--- src/page_frame_fifo_lru_replacer_macros.svh ---
// ---------------------------------------------------------------------------
// Page frame replacer assertion macros
// Shared property wrappers for the replacer's internal checks.
// ---------------------------------------------------------------------------
`ifndef PAGE_FRAME_FIFO_LRU_REPLACER_MACROS_SVH
`define PAGE_FRAME_FIFO_LRU_REPLACER_MACROS_SVH

// same-cycle implication
`define PFR_ASSERT_IMP(name, clk, rst, ante, cons) \
  name: assert property (@(posedge clk) disable iff (rst) (ante) |-> (cons)) \
    else $error("pfr: assertion failed");

// next-cycle implication
`define PFR_ASSERT_NEXT(name, clk, rst, ante, cons) \
  name: assert property (@(posedge clk) disable iff (rst) (ante) |=> (cons)) \
    else $error("pfr: assertion failed");

`endif

--- src/pfr_pkg.sv ---
// ---------------------------------------------------------------------------
// Page frame replacer package
// Field widths, configuration codes and parameter defaults.
// ---------------------------------------------------------------------------
package pfr_pkg;

  localparam int PROC_W     = 2;
  localparam int VADDR_W    = 32;
  localparam int FRAME_W    = 6;
  localparam int PADDR_W    = 18;
  localparam int EVPAGE_W   = 20;

  localparam int DEF_NUM_FRAMES = 64;
  localparam int DEF_PAGE_BITS  = 12;

  // configuration port
  localparam int CFG_ADDR_W = 3;
  localparam int CFG_DATA_W = 32;
  localparam int REG_IDX_W  = CFG_ADDR_W - 2;

  localparam logic [REG_IDX_W-1:0] REG_REPLACE_MODE = '0;

  localparam logic MODE_FIFO = 1'b0;
  localparam logic MODE_LRU  = 1'b1;

endpackage

--- src/pfr_if.sv ---
// ---------------------------------------------------------------------------
// Page frame replacer channels
// Valid/ready channels for access items and result items.
// ---------------------------------------------------------------------------
interface pfr_in_if;
  logic                        valid;
  logic                        ready;
  logic [pfr_pkg::PROC_W-1:0]  proc_id;
  logic [pfr_pkg::VADDR_W-1:0] virt_addr;

  modport source (output valid, output proc_id, output virt_addr, input ready);
  modport sink   (input valid, input proc_id, input virt_addr, output ready);
endinterface

interface pfr_out_if;
  logic                         valid;
  logic                         ready;
  logic                         hit;
  logic [pfr_pkg::FRAME_W-1:0]  frame;
  logic [pfr_pkg::PADDR_W-1:0]  phys_addr;
  logic                         evicted_valid;
  logic [pfr_pkg::PROC_W-1:0]   evicted_proc;
  logic [pfr_pkg::EVPAGE_W-1:0] evicted_page;

  modport source (output valid, output hit, output frame, output phys_addr,
                  output evicted_valid, output evicted_proc, output evicted_page,
                  input ready);
  modport sink   (input valid, input hit, input frame, input phys_addr,
                  input evicted_valid, input evicted_proc, input evicted_page,
                  output ready);
endinterface

--- src/pfr_apb_regs.sv ---
// ---------------------------------------------------------------------------
// Page frame replacer register block
// APB-style write/read access to the replacement mode register.
// ---------------------------------------------------------------------------
module pfr_apb_regs (
  input  logic                           clk,
  input  logic                           rst,
  input  logic                           psel,
  input  logic                           penable,
  input  logic                           pwrite,
  input  logic [pfr_pkg::CFG_ADDR_W-1:0] paddr,
  input  logic [pfr_pkg::CFG_DATA_W-1:0] pwdata,
  output logic [pfr_pkg::CFG_DATA_W-1:0] prdata,
  output logic                           pready,
  output logic                           replace_mode
);

  logic [pfr_pkg::REG_IDX_W-1:0] reg_idx;
  logic                          wr_en;

  assign pready  = 1'b1;
  assign reg_idx = paddr[pfr_pkg::CFG_ADDR_W-1:2];
  assign wr_en   = psel && penable && pwrite && pready;

  always_ff @(posedge clk) begin
    if (rst) begin
      replace_mode <= pfr_pkg::MODE_FIFO;
    end else if (wr_en && reg_idx == pfr_pkg::REG_REPLACE_MODE) begin
      replace_mode <= pwdata[0];
    end
  end

  always_comb begin
    unique case (reg_idx)
      pfr_pkg::REG_REPLACE_MODE: prdata = {{(pfr_pkg::CFG_DATA_W-1){1'b0}}, replace_mode};
      default:                   prdata = '0;
    endcase
  end

endmodule

--- src/page_frame_fifo_lru_replacer.sv ---
// ---------------------------------------------------------------------------
// Page frame replacer (FIFO / LRU)
// Looks up (process, page) among resident frames, loads faults into free
// frames or evicts the head of the replacement order list.
// ---------------------------------------------------------------------------
// Each item scans the frames resident (filled, at most NUM_FRAMES); a miss
// into a free frame then appends it, an LRU move or an eviction first reads
// and unlinks the list links. One item is taken at a time, only in idle; tags
// are scanned one frame per cycle through the single read port of the tag memory.
// Reset clears mode, fill count, list head/tail and handshake state; memories
// are not cleared, the fill count marks which frames hold pages.
module page_frame_fifo_lru_replacer #(
  parameter int NUM_FRAMES = pfr_pkg::DEF_NUM_FRAMES,
  parameter int PAGE_BITS  = pfr_pkg::DEF_PAGE_BITS
) (
  input  logic                           clk,
  input  logic                           rst,
  pfr_in_if.sink                         in_ch,
  pfr_out_if.source                      out_ch,
  input  logic                           psel,
  input  logic                           penable,
  input  logic                           pwrite,
  input  logic [pfr_pkg::CFG_ADDR_W-1:0] paddr,
  input  logic [pfr_pkg::CFG_DATA_W-1:0] pwdata,
  output logic [pfr_pkg::CFG_DATA_W-1:0] prdata,
  output logic                           pready
);

  `include "page_frame_fifo_lru_replacer_macros.svh"

  localparam int IDX_W = (NUM_FRAMES > 1) ? $clog2(NUM_FRAMES) : 1;
  localparam int CNT_W = $clog2(NUM_FRAMES + 1);
  localparam int PG_W  = pfr_pkg::VADDR_W - PAGE_BITS;
  localparam int TAG_W = pfr_pkg::PROC_W + PG_W;

  localparam logic [2:0] ST_IDLE   = 3'd0;
  localparam logic [2:0] ST_SCAN   = 3'd1;
  localparam logic [2:0] ST_RDLINK = 3'd2;
  localparam logic [2:0] ST_UNLINK = 3'd3;
  localparam logic [2:0] ST_APPEND = 3'd4;
  localparam logic [2:0] ST_DONE   = 3'd5;

  logic [2:0] state;
  logic       mode;

  // request
  logic [pfr_pkg::PROC_W-1:0] req_pid;
  logic [PG_W-1:0]            req_page;
  logic [PAGE_BITS-1:0]       req_off;

  // scan and sequencing
  logic [CNT_W-1:0] scan_idx;
  logic             rd_pending;
  logic [IDX_W-1:0] rd_idx;
  logic [IDX_W-1:0] f;
  logic             is_hit;
  logic             is_evict;
  logic [CNT_W-1:0] filled;
  logic [IDX_W-1:0] head;
  logic [IDX_W-1:0] tail;
  logic [pfr_pkg::PROC_W-1:0] ev_proc;
  logic [PG_W-1:0]            ev_page;

  // result register
  logic                          out_valid;
  logic                          out_hit;
  logic [pfr_pkg::FRAME_W-1:0]   out_frame;
  logic [pfr_pkg::PADDR_W-1:0]   out_phys;
  logic                          out_ev_valid;
  logic [pfr_pkg::PROC_W-1:0]    out_ev_proc;
  logic [pfr_pkg::EVPAGE_W-1:0]  out_ev_page;

  // memories
  logic [TAG_W-1:0] tag_mem  [NUM_FRAMES];
  logic [IDX_W-1:0] next_mem [NUM_FRAMES];
  logic [IDX_W-1:0] prev_mem [NUM_FRAMES];
  logic [TAG_W-1:0] tag_q;
  logic [IDX_W-1:0] next_q;
  logic [IDX_W-1:0] prev_q;

  logic [IDX_W-1:0] tag_raddr;
  logic             tag_we;
  logic             next_we;
  logic [IDX_W-1:0] next_waddr;
  logic [IDX_W-1:0] next_wdata;
  logic             prev_we;
  logic [IDX_W-1:0] prev_waddr;
  logic [IDX_W-1:0] prev_wdata;

  logic fill_new;
  logic link_tail;

  pfr_apb_regs u_regs (
    .clk          (clk),
    .rst          (rst),
    .psel         (psel),
    .penable      (penable),
    .pwrite       (pwrite),
    .paddr        (paddr),
    .pwdata       (pwdata),
    .prdata       (prdata),
    .pready       (pready),
    .replace_mode (mode)
  );

  assign fill_new  = !is_hit && !is_evict;
  // a first load into an empty list sets head and tail instead of linking
  assign link_tail = !(fill_new && filled == '0);

  assign tag_raddr = (state == ST_SCAN) ? scan_idx[IDX_W-1:0] : f;
  assign tag_we    = (state == ST_UNLINK && is_evict) || (state == ST_APPEND && fill_new);

  always_comb begin
    next_we    = 1'b0;
    next_waddr = tail;
    next_wdata = f;
    prev_we    = 1'b0;
    prev_waddr = f;
    prev_wdata = tail;
    if (state == ST_UNLINK && is_hit) begin
      next_we    = (f != head);
      next_waddr = prev_q;
      next_wdata = next_q;
      prev_we    = 1'b1;
      prev_waddr = next_q;
      prev_wdata = prev_q;
    end else if (state == ST_APPEND) begin
      next_we = link_tail;
      prev_we = link_tail;
    end
  end

  always_ff @(posedge clk) begin
    if (tag_we) begin
      tag_mem[f] <= {req_pid, req_page};
    end
    tag_q <= tag_mem[tag_raddr];
  end

  always_ff @(posedge clk) begin
    if (next_we) begin
      next_mem[next_waddr] <= next_wdata;
    end
    next_q <= next_mem[f];
  end

  always_ff @(posedge clk) begin
    if (prev_we) begin
      prev_mem[prev_waddr] <= prev_wdata;
    end
    prev_q <= prev_mem[f];
  end

  // sequencer
  always_ff @(posedge clk) begin
    if (rst) begin
      state      <= ST_IDLE;
      out_valid  <= 1'b0;
      filled     <= '0;
      head       <= '0;
      tail       <= '0;
      rd_pending <= 1'b0;
    end else begin
      // the done state refills the result register itself
      if (out_valid && out_ch.ready && state != ST_DONE) begin
        out_valid <= 1'b0;
      end
      unique case (state)
        ST_IDLE: begin
          if (in_ch.valid) begin
            req_pid    <= in_ch.proc_id;
            req_page   <= in_ch.virt_addr[pfr_pkg::VADDR_W-1:PAGE_BITS];
            req_off    <= in_ch.virt_addr[PAGE_BITS-1:0];
            scan_idx   <= '0;
            rd_pending <= 1'b0;
            ev_proc    <= '0;
            ev_page    <= '0;
            state      <= ST_SCAN;
          end
        end
        ST_SCAN: begin
          if (rd_pending && tag_q == {req_pid, req_page}) begin
            f          <= rd_idx;
            is_hit     <= 1'b1;
            is_evict   <= 1'b0;
            rd_pending <= 1'b0;
            if (mode == pfr_pkg::MODE_LRU && rd_idx != tail && filled > CNT_W'(1)) begin
              state <= ST_RDLINK;
            end else begin
              state <= ST_DONE;
            end
          end else if (scan_idx < filled) begin
            rd_pending <= 1'b1;
            rd_idx     <= scan_idx[IDX_W-1:0];
            scan_idx   <= scan_idx + 1'b1;
          end else begin
            rd_pending <= 1'b0;
            is_hit     <= 1'b0;
            if (filled < CNT_W'(NUM_FRAMES)) begin
              f        <= filled[IDX_W-1:0];
              is_evict <= 1'b0;
              state    <= ST_APPEND;
            end else begin
              f        <= head;
              is_evict <= 1'b1;
              state    <= ST_RDLINK;
            end
          end
        end
        ST_RDLINK: begin
          state <= ST_UNLINK;
        end
        ST_UNLINK: begin
          if (is_evict) begin
            ev_proc <= tag_q[TAG_W-1 -: pfr_pkg::PROC_W];
            ev_page <= tag_q[PG_W-1:0];
            if (filled > CNT_W'(1)) begin
              head  <= next_q;
              state <= ST_APPEND;
            end else begin
              state <= ST_DONE;
            end
          end else begin
            if (f == head) begin
              head <= next_q;
            end
            state <= ST_APPEND;
          end
        end
        ST_APPEND: begin
          if (!link_tail) begin
            head <= f;
          end
          tail <= f;
          if (fill_new) begin
            filled <= filled + 1'b1;
          end
          state <= ST_DONE;
        end
        ST_DONE: begin
          if (!out_valid || out_ch.ready) begin
            out_valid    <= 1'b1;
            out_hit      <= is_hit;
            out_frame    <= pfr_pkg::FRAME_W'(f);
            out_phys     <= pfr_pkg::PADDR_W'({f, req_off});
            out_ev_valid <= is_evict;
            out_ev_proc  <= ev_proc;
            out_ev_page  <= pfr_pkg::EVPAGE_W'(ev_page);
            state        <= ST_IDLE;
          end
        end
        default: begin
          state <= ST_IDLE;
        end
      endcase
    end
  end

  assign in_ch.ready          = (state == ST_IDLE);
  assign out_ch.valid         = out_valid;
  assign out_ch.hit           = out_hit;
  assign out_ch.frame         = out_frame;
  assign out_ch.phys_addr     = out_phys;
  assign out_ch.evicted_valid = out_ev_valid;
  assign out_ch.evicted_proc  = out_ev_proc;
  assign out_ch.evicted_page  = out_ev_page;

  `PFR_ASSERT_IMP(a_filled_max, clk, rst, 1'b1, filled <= CNT_W'(NUM_FRAMES))
  `PFR_ASSERT_IMP(a_evict_full, clk, rst, out_valid && out_ev_valid, filled == CNT_W'(NUM_FRAMES))
  `PFR_ASSERT_IMP(a_hit_resident, clk, rst, state == ST_DONE && is_hit, CNT_W'(f) < filled)
  `PFR_ASSERT_IMP(a_scan_bound, clk, rst, state == ST_SCAN, scan_idx <= filled)
  `PFR_ASSERT_NEXT(a_fill_step, clk, rst, state == ST_APPEND && fill_new, filled == CNT_W'($past(filled) + 1'b1))

endmodule
--- src/flat_wrapper.sv ---
// flat-port wrapper written by rule: the top's interface ports become plain ports
module page_frame_fifo_lru_replacer_flat 
#(
  parameter int NUM_FRAMES = pfr_pkg::DEF_NUM_FRAMES,
  parameter int PAGE_BITS  = pfr_pkg::DEF_PAGE_BITS
)
  (clk, rst, psel, penable, pwrite, paddr, pwdata, prdata, pready, in_ch_valid, in_ch_proc_id, in_ch_virt_addr, in_ch_ready, out_ch_valid, out_ch_hit, out_ch_frame, out_ch_phys_addr, out_ch_evicted_valid, out_ch_evicted_proc, out_ch_evicted_page, out_ch_ready);
  pfr_in_if in_ch_i ();
  pfr_out_if out_ch_i ();
  input  logic clk;
  input  logic rst;
  input  logic psel;
  input  logic penable;
  input  logic pwrite;
  input  logic [pfr_pkg::CFG_ADDR_W-1:0] paddr;
  input  logic [pfr_pkg::CFG_DATA_W-1:0] pwdata;
  output logic [pfr_pkg::CFG_DATA_W-1:0] prdata;
  output logic pready;
  input wire logic [$bits(in_ch_i.valid)-1:0] in_ch_valid;
  input wire logic [$bits(in_ch_i.proc_id)-1:0] in_ch_proc_id;
  input wire logic [$bits(in_ch_i.virt_addr)-1:0] in_ch_virt_addr;
  output wire logic [$bits(in_ch_i.ready)-1:0] in_ch_ready;
  output wire logic [$bits(out_ch_i.valid)-1:0] out_ch_valid;
  output wire logic [$bits(out_ch_i.hit)-1:0] out_ch_hit;
  output wire logic [$bits(out_ch_i.frame)-1:0] out_ch_frame;
  output wire logic [$bits(out_ch_i.phys_addr)-1:0] out_ch_phys_addr;
  output wire logic [$bits(out_ch_i.evicted_valid)-1:0] out_ch_evicted_valid;
  output wire logic [$bits(out_ch_i.evicted_proc)-1:0] out_ch_evicted_proc;
  output wire logic [$bits(out_ch_i.evicted_page)-1:0] out_ch_evicted_page;
  input wire logic [$bits(out_ch_i.ready)-1:0] out_ch_ready;
  assign in_ch_i.valid = in_ch_valid;
  assign in_ch_i.proc_id = in_ch_proc_id;
  assign in_ch_i.virt_addr = in_ch_virt_addr;
  assign in_ch_ready = in_ch_i.ready;
  assign out_ch_valid = out_ch_i.valid;
  assign out_ch_hit = out_ch_i.hit;
  assign out_ch_frame = out_ch_i.frame;
  assign out_ch_phys_addr = out_ch_i.phys_addr;
  assign out_ch_evicted_valid = out_ch_i.evicted_valid;
  assign out_ch_evicted_proc = out_ch_i.evicted_proc;
  assign out_ch_evicted_page = out_ch_i.evicted_page;
  assign out_ch_i.ready = out_ch_ready;
  page_frame_fifo_lru_replacer #(.NUM_FRAMES(NUM_FRAMES), .PAGE_BITS(PAGE_BITS)) u_core (.clk(clk), .rst(rst), .in_ch(in_ch_i), .out_ch(out_ch_i), .psel(psel), .penable(penable), .pwrite(pwrite), .paddr(paddr), .pwdata(pwdata), .prdata(prdata), .pready(pready));
endmodule
--- config.mk ---
export PLATFORM = sky130hd
export DESIGN_NAME = page_frame_fifo_lru_replacer_flat
export DESIGN_NICKNAME = d
export VERILOG_FILES = /design/src/pfr_pkg.sv /design/src/pfr_if.sv /design/src/pfr_apb_regs.sv /design/src/page_frame_fifo_lru_replacer.sv /design/src/flat_wrapper.sv
export VERILOG_INCLUDE_DIRS = /design/src /design/src/src
export SDC_FILE = /design/constraint.sdc
export NUM_CORES = 2
export LEC_CHECK = 0
export ABC_AREA = 1
export BUFFER_PORTS_ARGS = -buffer_cell sky130_fd_sc_hd__buf_2
export CAP_MARGIN = 20
export CORE_MARGIN = 4
export CORE_UTILIZATION = 30
export DETAILED_ROUTE_END_ITERATION = 12
export PLACE_DENSITY = 0.44
export SYNTH_ARGS = -nofsm -noshare
export SYNTH_HDL_FRONTEND = slang
export SYNTH_SLANG_ARGS = --single-unit
--- constraint.sdc ---
create_clock -name clk -period 9 [get_ports clk]
set_clock_uncertainty 0.15 [all_clocks]
set_input_delay 0.45 -clock clk [delete_from_list [all_inputs] [get_ports clk]]
set_output_delay 0.45 -clock clk [all_outputs]
set_load 0.02 [all_outputs]
Yosys cells after proc, flatten, opt, wreduce, memory -nomap -nowiden
Memories as Yosys holds them, arrays and structs flattened. A register that Yosys moved wholly into a read port is not among the register bits.
Index checks and enable logic that the tools add are counted.
{"block": "totals", "ram_bits": 2176, "output_inout_bits": 83, "reg_bits": 150, "inputBits": 76, "elab_cells": 138, "memories": 3}
{"block": "op_classes", "n_eq_ne": 20, "muxes": 50, "bitwise_logic": 3, "reduce_logical": 34, "magnitude_cmp": 3, "n_addsub": 2}
{"name": "u_core.tag_mem", "words": 64, "word_bits": 22, "read_ports": 1, "rd_ports_with_merged_regs": 1, "wr": 1, "line": "page_frame_fifo_lru_replacer.sv:74", "text": "logic [TAG_W-1:0] tag_mem [NUM_FRAMES];"}
{"name": "u_core.next_mem", "words": 64, "word_bits": 6, "read_ports": 1, "rd_ports_with_merged_regs": 1, "wr": 1, "line": "page_frame_fifo_lru_replacer.sv:75", "text": "logic [IDX_W-1:0] next_mem [NUM_FRAMES];"}
{"name": "u_core.prev_mem", "words": 64, "word_bits": 6, "read_ports": 1, "rd_ports_with_merged_regs": 1, "wr": 1, "line": "page_frame_fifo_lru_replacer.sv:76", "text": "logic [IDX_W-1:0] prev_mem [NUM_FRAMES];"}
{"operator": "two-way mux 6 bit", "n": 10}
{"operator": "two-way mux 20 bit", "n": 2}
{"operator": "one-hot mux 20 bit (2 select lines)", "n": 1}
{"operator": "== test 22 bit", "n": 1}
{"operator": "two-way mux 1 bit", "n": 21}
{"operator": "two-way mux 7 bit", "n": 3}
{"operator": "two-way mux 3 bit", "n": 6}
{"operator": "one-hot mux 3 bit (6 select lines)", "n": 1}
{"operator": "adder 7 x 1 -> 7 bit (second input constant)", "n": 2}
{"operator": "one-hot mux 7 bit (2 select lines)", "n": 1}
{"operator": "logical AND 1 bit", "n": 13}
{"operator": "!= test 6 bit", "n": 2}
{"operator": "one-hot mux 6 bit (2 select lines)", "n": 1}
{"operator": "AND reduction 3 bit", "n": 4}
{"operator": "AND reduction 4 bit", "n": 3}
{"operator": "!= test 3 bit (second input constant)", "n": 3}
{"operator": "!= test 2 x 1 -> 1 bit (second input constant)", "n": 4}
{"operator": "> comparator 7 x 1 -> 1 bit (second input constant)", "n": 1}
{"operator": "zero test 7 bit", "n": 1}
{"operator": "< comparator 7 bit", "n": 1}
{"operator": "< comparator 7 bit (second input constant)", "n": 1}
{"operator": "== test 3 x 2 -> 1 bit (second input constant)", "n": 2}
{"operator": "== test 3 bit (second input constant)", "n": 2}
{"operator": "== test 6 bit", "n": 1}
{"operator": "13 further kinds", "n": 25}

Logic depth before layout (Yosys ltp)
{"block": "depth", "depth_word": 8, "mapped_depth": 15, "mapped_depth_nobuf": 14}

By module
Synthesis repeated with hierarchy kept, for this count alone.
{"block": "unflattened", "cells_unflattened": 8299, "hier_area_um2": 98266.7}
{"mod": "page_frame_fifo_lru_replacer", "n_inst": 1, "area_per_inst_um2": 97948.9, "cells_per_inst": 8252}
{"mod": "pfr_apb_regs", "n_inst": 1, "area_per_inst_um2": 317.8, "cells_per_inst": 47}

Worst setup path before layout
OpenSTA, ideal clock, no wires.
{"block": "synth_timing", "kind": "input port to flip-flop", "startpoint": "in rst", "endpoint": "reg u_core.out_ev_page, in the netlist u_core.out_ch.evicted_page[0], enable pin", "setup_time_ps": 493, "arrival_time_ps": 3557, "cell_stages": 2, "path_buffers": 1, "slack_ps": 4799, "path_cell_list": "clkbuf_1 -> nor3_1"}
{"block": "synth_via", "elab_chain_cells": 2}
{"item": "start: declaration", "line": "flat_wrapper.sv:11", "text": "input logic rst;"}
{"item": "NOT 1 bit (no line)"}
{"item": "AND reduction 3 bit (no line)"}
{"item": "end signal: assignment", "line": "page_frame_fifo_lru_replacer.sv:248", "text": "out_ev_page <= pfr_pkg::EVPAGE_W'(ev_page);"}
{"item": "end: declaration", "line": "page_frame_fifo_lru_replacer.sv:71", "text": "logic [pfr_pkg::EVPAGE_W-1:0] out_ev_page;"}
No other way between the ends.
A chain may end at the register's enable or synchronous reset.

Worst setup path after layout
{"block": "layout_timing", "startpoint": "reg u_core.state[1]", "endpoint": "reg u_core.tag_q[5] (read register of u_core.tag_mem)"}
{"block": "layout_via", "elab_chain_cells": 2}
{"item": "start: declaration", "line": "page_frame_fifo_lru_replacer.sv:43", "text": "logic [2:0] state;"}
{"item": "start signal: assignment", "line": "page_frame_fifo_lru_replacer.sv:157", "text": "state <= ST_IDLE;"}
{"item": "start signal: assignment", "line": "page_frame_fifo_lru_replacer.sv:178", "text": "state <= ST_SCAN;"}
{"item": "start signal: assignment", "line": "page_frame_fifo_lru_replacer.sv:188", "text": "state <= ST_RDLINK;"}
{"item": "== test 3 x 1 -> 1 bit", "line": "page_frame_fifo_lru_replacer.sv:110", "text": "assign tag_raddr = (state == ST_SCAN) ? scan_idx[IDX_W-1:0] : f;"}
{"item": "two-way mux 6 bit", "line": "page_frame_fifo_lru_replacer.sv:110"}
{"item": "end: declaration", "line": "page_frame_fifo_lru_replacer.sv:77", "text": "logic [TAG_W-1:0] tag_q;"}
No other way between the ends.

==> flow_summary_export.csv <==
group,metric,value,unit
global_route,grt_pass1_wl,435000,um
setup_path,cp-start-kind,"flop",
setup_path,r2r-start,"u_core.state[1]$_SDFFE_PP0P_",
floorplanning,initial_core_util,0.302,
synth,synthTopCellsByArea,"edfxtp_1 (70%), nand3_1 (7.3%), nand2_1 (6.8%)",
floorplanning,dieArea,335000,sq um
setup_path,crit_cells,12,
power,seq_power_share,0.469,
power,finalPower,26.2,mW
power,p_switching,7.43,mW
setup_path,startpoint,"u_core.state[1]$_SDFFE_PP0P_",
layout,drive_above_1_share,0.0892,
layout,antenna_cells,0,
place,dpl_cell_area,103000,sq um
synth,yosysMostFrequentCell,"edfxtp_1",
routing,drc,0,
sta,fin_setup_tns,0,ns
sta,max_slew_margin,0.273,
sta,rsz0062_at_grt,"false",
setup_path,crit_chain,"inv_1, nand3_2, o21ai_4, buf_4, clkinv_8, buf_4, buf_4, nand3_1, nand3_1, nand3_1, nand3_1, nand2_1",
clocking,numCtsBuffers,249,
setup_path,worst_setup_path_end_kind,"flop",
floorplanning,coreArea,325000,sq um
routing,drt-total-wl,304000,um
synth,yosysSeqAreaShare,0.716,
place,io_buffers,93,
power,swShare,0.283,
floorplanning,dieHeight,579,um
floorplanning,die_x,579,um
setup_path,path_max_fanout,107,
sta,min_period_over_period,0.554,
synth,syn_area,97900,sq um
setup_path,critical-path-top-delay-family,"buffers and inverters",
synth,synth_top_area_share,0.704,
clocking,post_cts_buffers,0,
global_route,antenna_found_initial,7,
power,clkPwrFrac,0.380,
place,placed_cells,12300,
synth,syn_avg_cell_area,11.9,sq um
floorplanning,fp-row-count,209,
sta,post-route-min-period,4.98,ns
worst_hold_path,hold_class,"in -> reg",
synth,ys_types,43,
global_route,grt_pass1_vias,60800,
clocking,h-tree-depth,4,
setup_path,rrSetupSlack,4.02,ns
routing,drtAntennaViolNets,0,
sta,hold_viol,0,
synth,ys.flop_type,"edfxtp_1",
setup_path,crit_top_cell,"nand3_1",
place,place_ws,3.92,ns
setup_path,max_stage_delay,0.75,ns
synth,synth_seq_cells,2354,
clocking,clk_latency,0.90,ns
worst_hold_path,holdPathStages,2,
synth,synth_edf_count,2295,
power,leakage,40.5,nW
global_route,track_usage,0.176,
clocking,cts-root-buf,"clkbuf_16",
place,dp_hpwl,161000,um
setup_path,path_class,"reg -> reg",
clocking,ctsResizeCount,0,
setup_path,critPathBufInv,5,
sta,clock.fmax,201,MHz
setup_path,critPathSlowestCell,"clkinv_8",
synth,netlist_instances,8215,
sta,timing.final.ws_setup,4.02,ns
synth,async_reset_ff_frac,0,
routing,drtPass1Iterations,6,
global_route,grt_max_degree,164,
sta,worst_pin_slew,1.09,ns
layout,final_util,0.344,
routing,first_iter_violations,5516,
power,ir_drop,0.152,mV
power,power_per_cell_area,235,nW/um^2
setup_path,ff2ff_path_depth,12,
layout,final_cell_count_no_fill,12800,
clocking,clk_pin_slew,0.06,ns
routing,via_per_inst,4.85,
synth,synth_warnings,0,
setup_path,cp_data_arrival_time,5.64,ns
sta,report.final.setup_viol,0,
setup_path,crit_required,9.66,ns
floorplanning,ios,159,
global_route,overflow,0,
power,combPwrFrac,0.151,
power,p_int,18.8,mW
place,routabilityCongestion,0.798,
clocking,cts.sinks,2354,
layout,fin_area,112000,sq um
run,maxCapViolCount,0,
layout,area_growth,14.0,%
synth,yosys-top-cells-count,"edfxtp_1 (2295), nand2_1 (1779), nand3_1 (1435)",
routing,wire_per_inst,23.7,um
clocking,cts_tree,"yes",
sta,drv_slew,0,
routing,vias,62200,
sta,fin_hold_ws,0.139,ns
worst_hold_path,hp-start,"in_ch_virt_addr[2]",
run_status,status,"complete, no violations",
synth,synth_area_leader_cell,"edfxtp_1",
clocking,cts.path.max_buffers,4,
layout,nNetsFinal,8379,
-- state kept, by name (all words and copies together) (netlist names), 2 cells and up --
register and cells:
u_core.ev_page 20, u_core.out_ch.evicted_proc 2, u_core.scan_idx 7, u_core.rd_idx 6, u_core.state 3, u_core.tag_mem 1408
u_core.ev_proc 2, u_core.next_mem 384, u_core.tag_q 22, u_core.f 6, u_core.req_pid 2, u_core.req_page 20
u_core.req_off 12, u_core.out_ch.evicted_page 20, u_core.head 6, u_core.next_q 6, u_core.prev_q 6, u_core.out_ch.phys_addr 17
u_core.tail 6, u_core.prev_mem 384, u_core.filled 7
-- placed cells by master, fill, tap and decap left out, types with 12 or more instances in the layout --
master	synthesis	routed
edfxtp_1	2295	2295
nand2_1	1779	1779
nand3_1	1435	1434
inv_1	787	776
nand3b_1	538	538
nor2_1	303	253
clkbuf_16	0	252
buf_4	42	165
buf_2	175	93
nand4_1	71	71
o21ai_0	70	68
a22oi_1	68	68
clkinv_2	0	65
clkinv_1	3	62
a21oi_1	62	62
dfxtp_1	59	59
a221oi_1	52	52
nor2_2	1	50
clkbuf_1	249	46
dlygate4sd3_1	0	41
conb_1	2	32
or2_2	23	23
a22o_1	23	23
bufinv_16	0	18
inv_2	15	16
buf_12	0	16
o2111ai_1	12	12
-- layer usage --
layer  global-route usage  routed length (um)
met2                0.300              149000
met5                    0                   0
met4               0.0463                8100
met1                0.236              133000
met3               0.0224               14400
-- final cells by class --
| class | instances | area [sq um] |
|---|---|---|
| Clock buffer | 305 | 6580 |
| Clock inverter | 148 | 1180 |
| Fill cell | 32000 | 213000 |
| Inverter | 805 | 3050 |
| Multi-Input combinational cell | 4567 | 22800 |
| Sequential cell | 2354 | 70100 |
| Tap cell | 4325 | 5410 |
| Timing Repair Buffer | 316 | 2450 |
-- final timing paths --
| check | end |
|---|---|
| min reg2reg | u_core.out_ch.evicted_page[18]$_DFFE_PP_ |
| max | u_core.tag_q[5]$_DFF_P_ |
| max reg2reg | u_core.tag_q[5]$_DFF_P_ |
| min | u_core.req_off[2]$_DFFE_PP_ |
-- power groups by stage --
| stage | clock (mW) | sequential (mW) | combinational, mW |
|---|---|---|---|
| after floorplan | 0 | 12.5 | 2.39 |
| after global placement | 0 | 12.5 | 3.98 |
| after detailed placement | 0 | 12.5 | 3.99 |
| after CTS | 10.2 | 12.3 | 4.01 |
| after global routing | 10.7 | 12.3 | 4.33 |
| final | 9.99 | 12.3 | 3.96 |
-- kinds of logic after synthesis --
| group | Yosys count | share of synthesized area |
|---|---|---|
| AND/OR/NAND/NOR | 4184 | 0.204 |
| flip-flops | 2354 | 0.716 |
| buffers and inverters | 1324 | 0.0546 |
| AO/OA/AOI/OAI | 332 | 0.0231 |
| adder cells (fa/ha/maj) | 10 | 0.00128 |
| XOR/XNOR | 9 | 0.000805 |
| other | 2 | 0.0000767 |
-- timing repair --
action | 4_1_cts | 5_1_grt
hold endpoints to repair | 81 | 0
endpoints found under the setup margin | 0 | 0
hold buffers | 41 | 0
No activity file was read; power rests on OpenSTA's default activity.
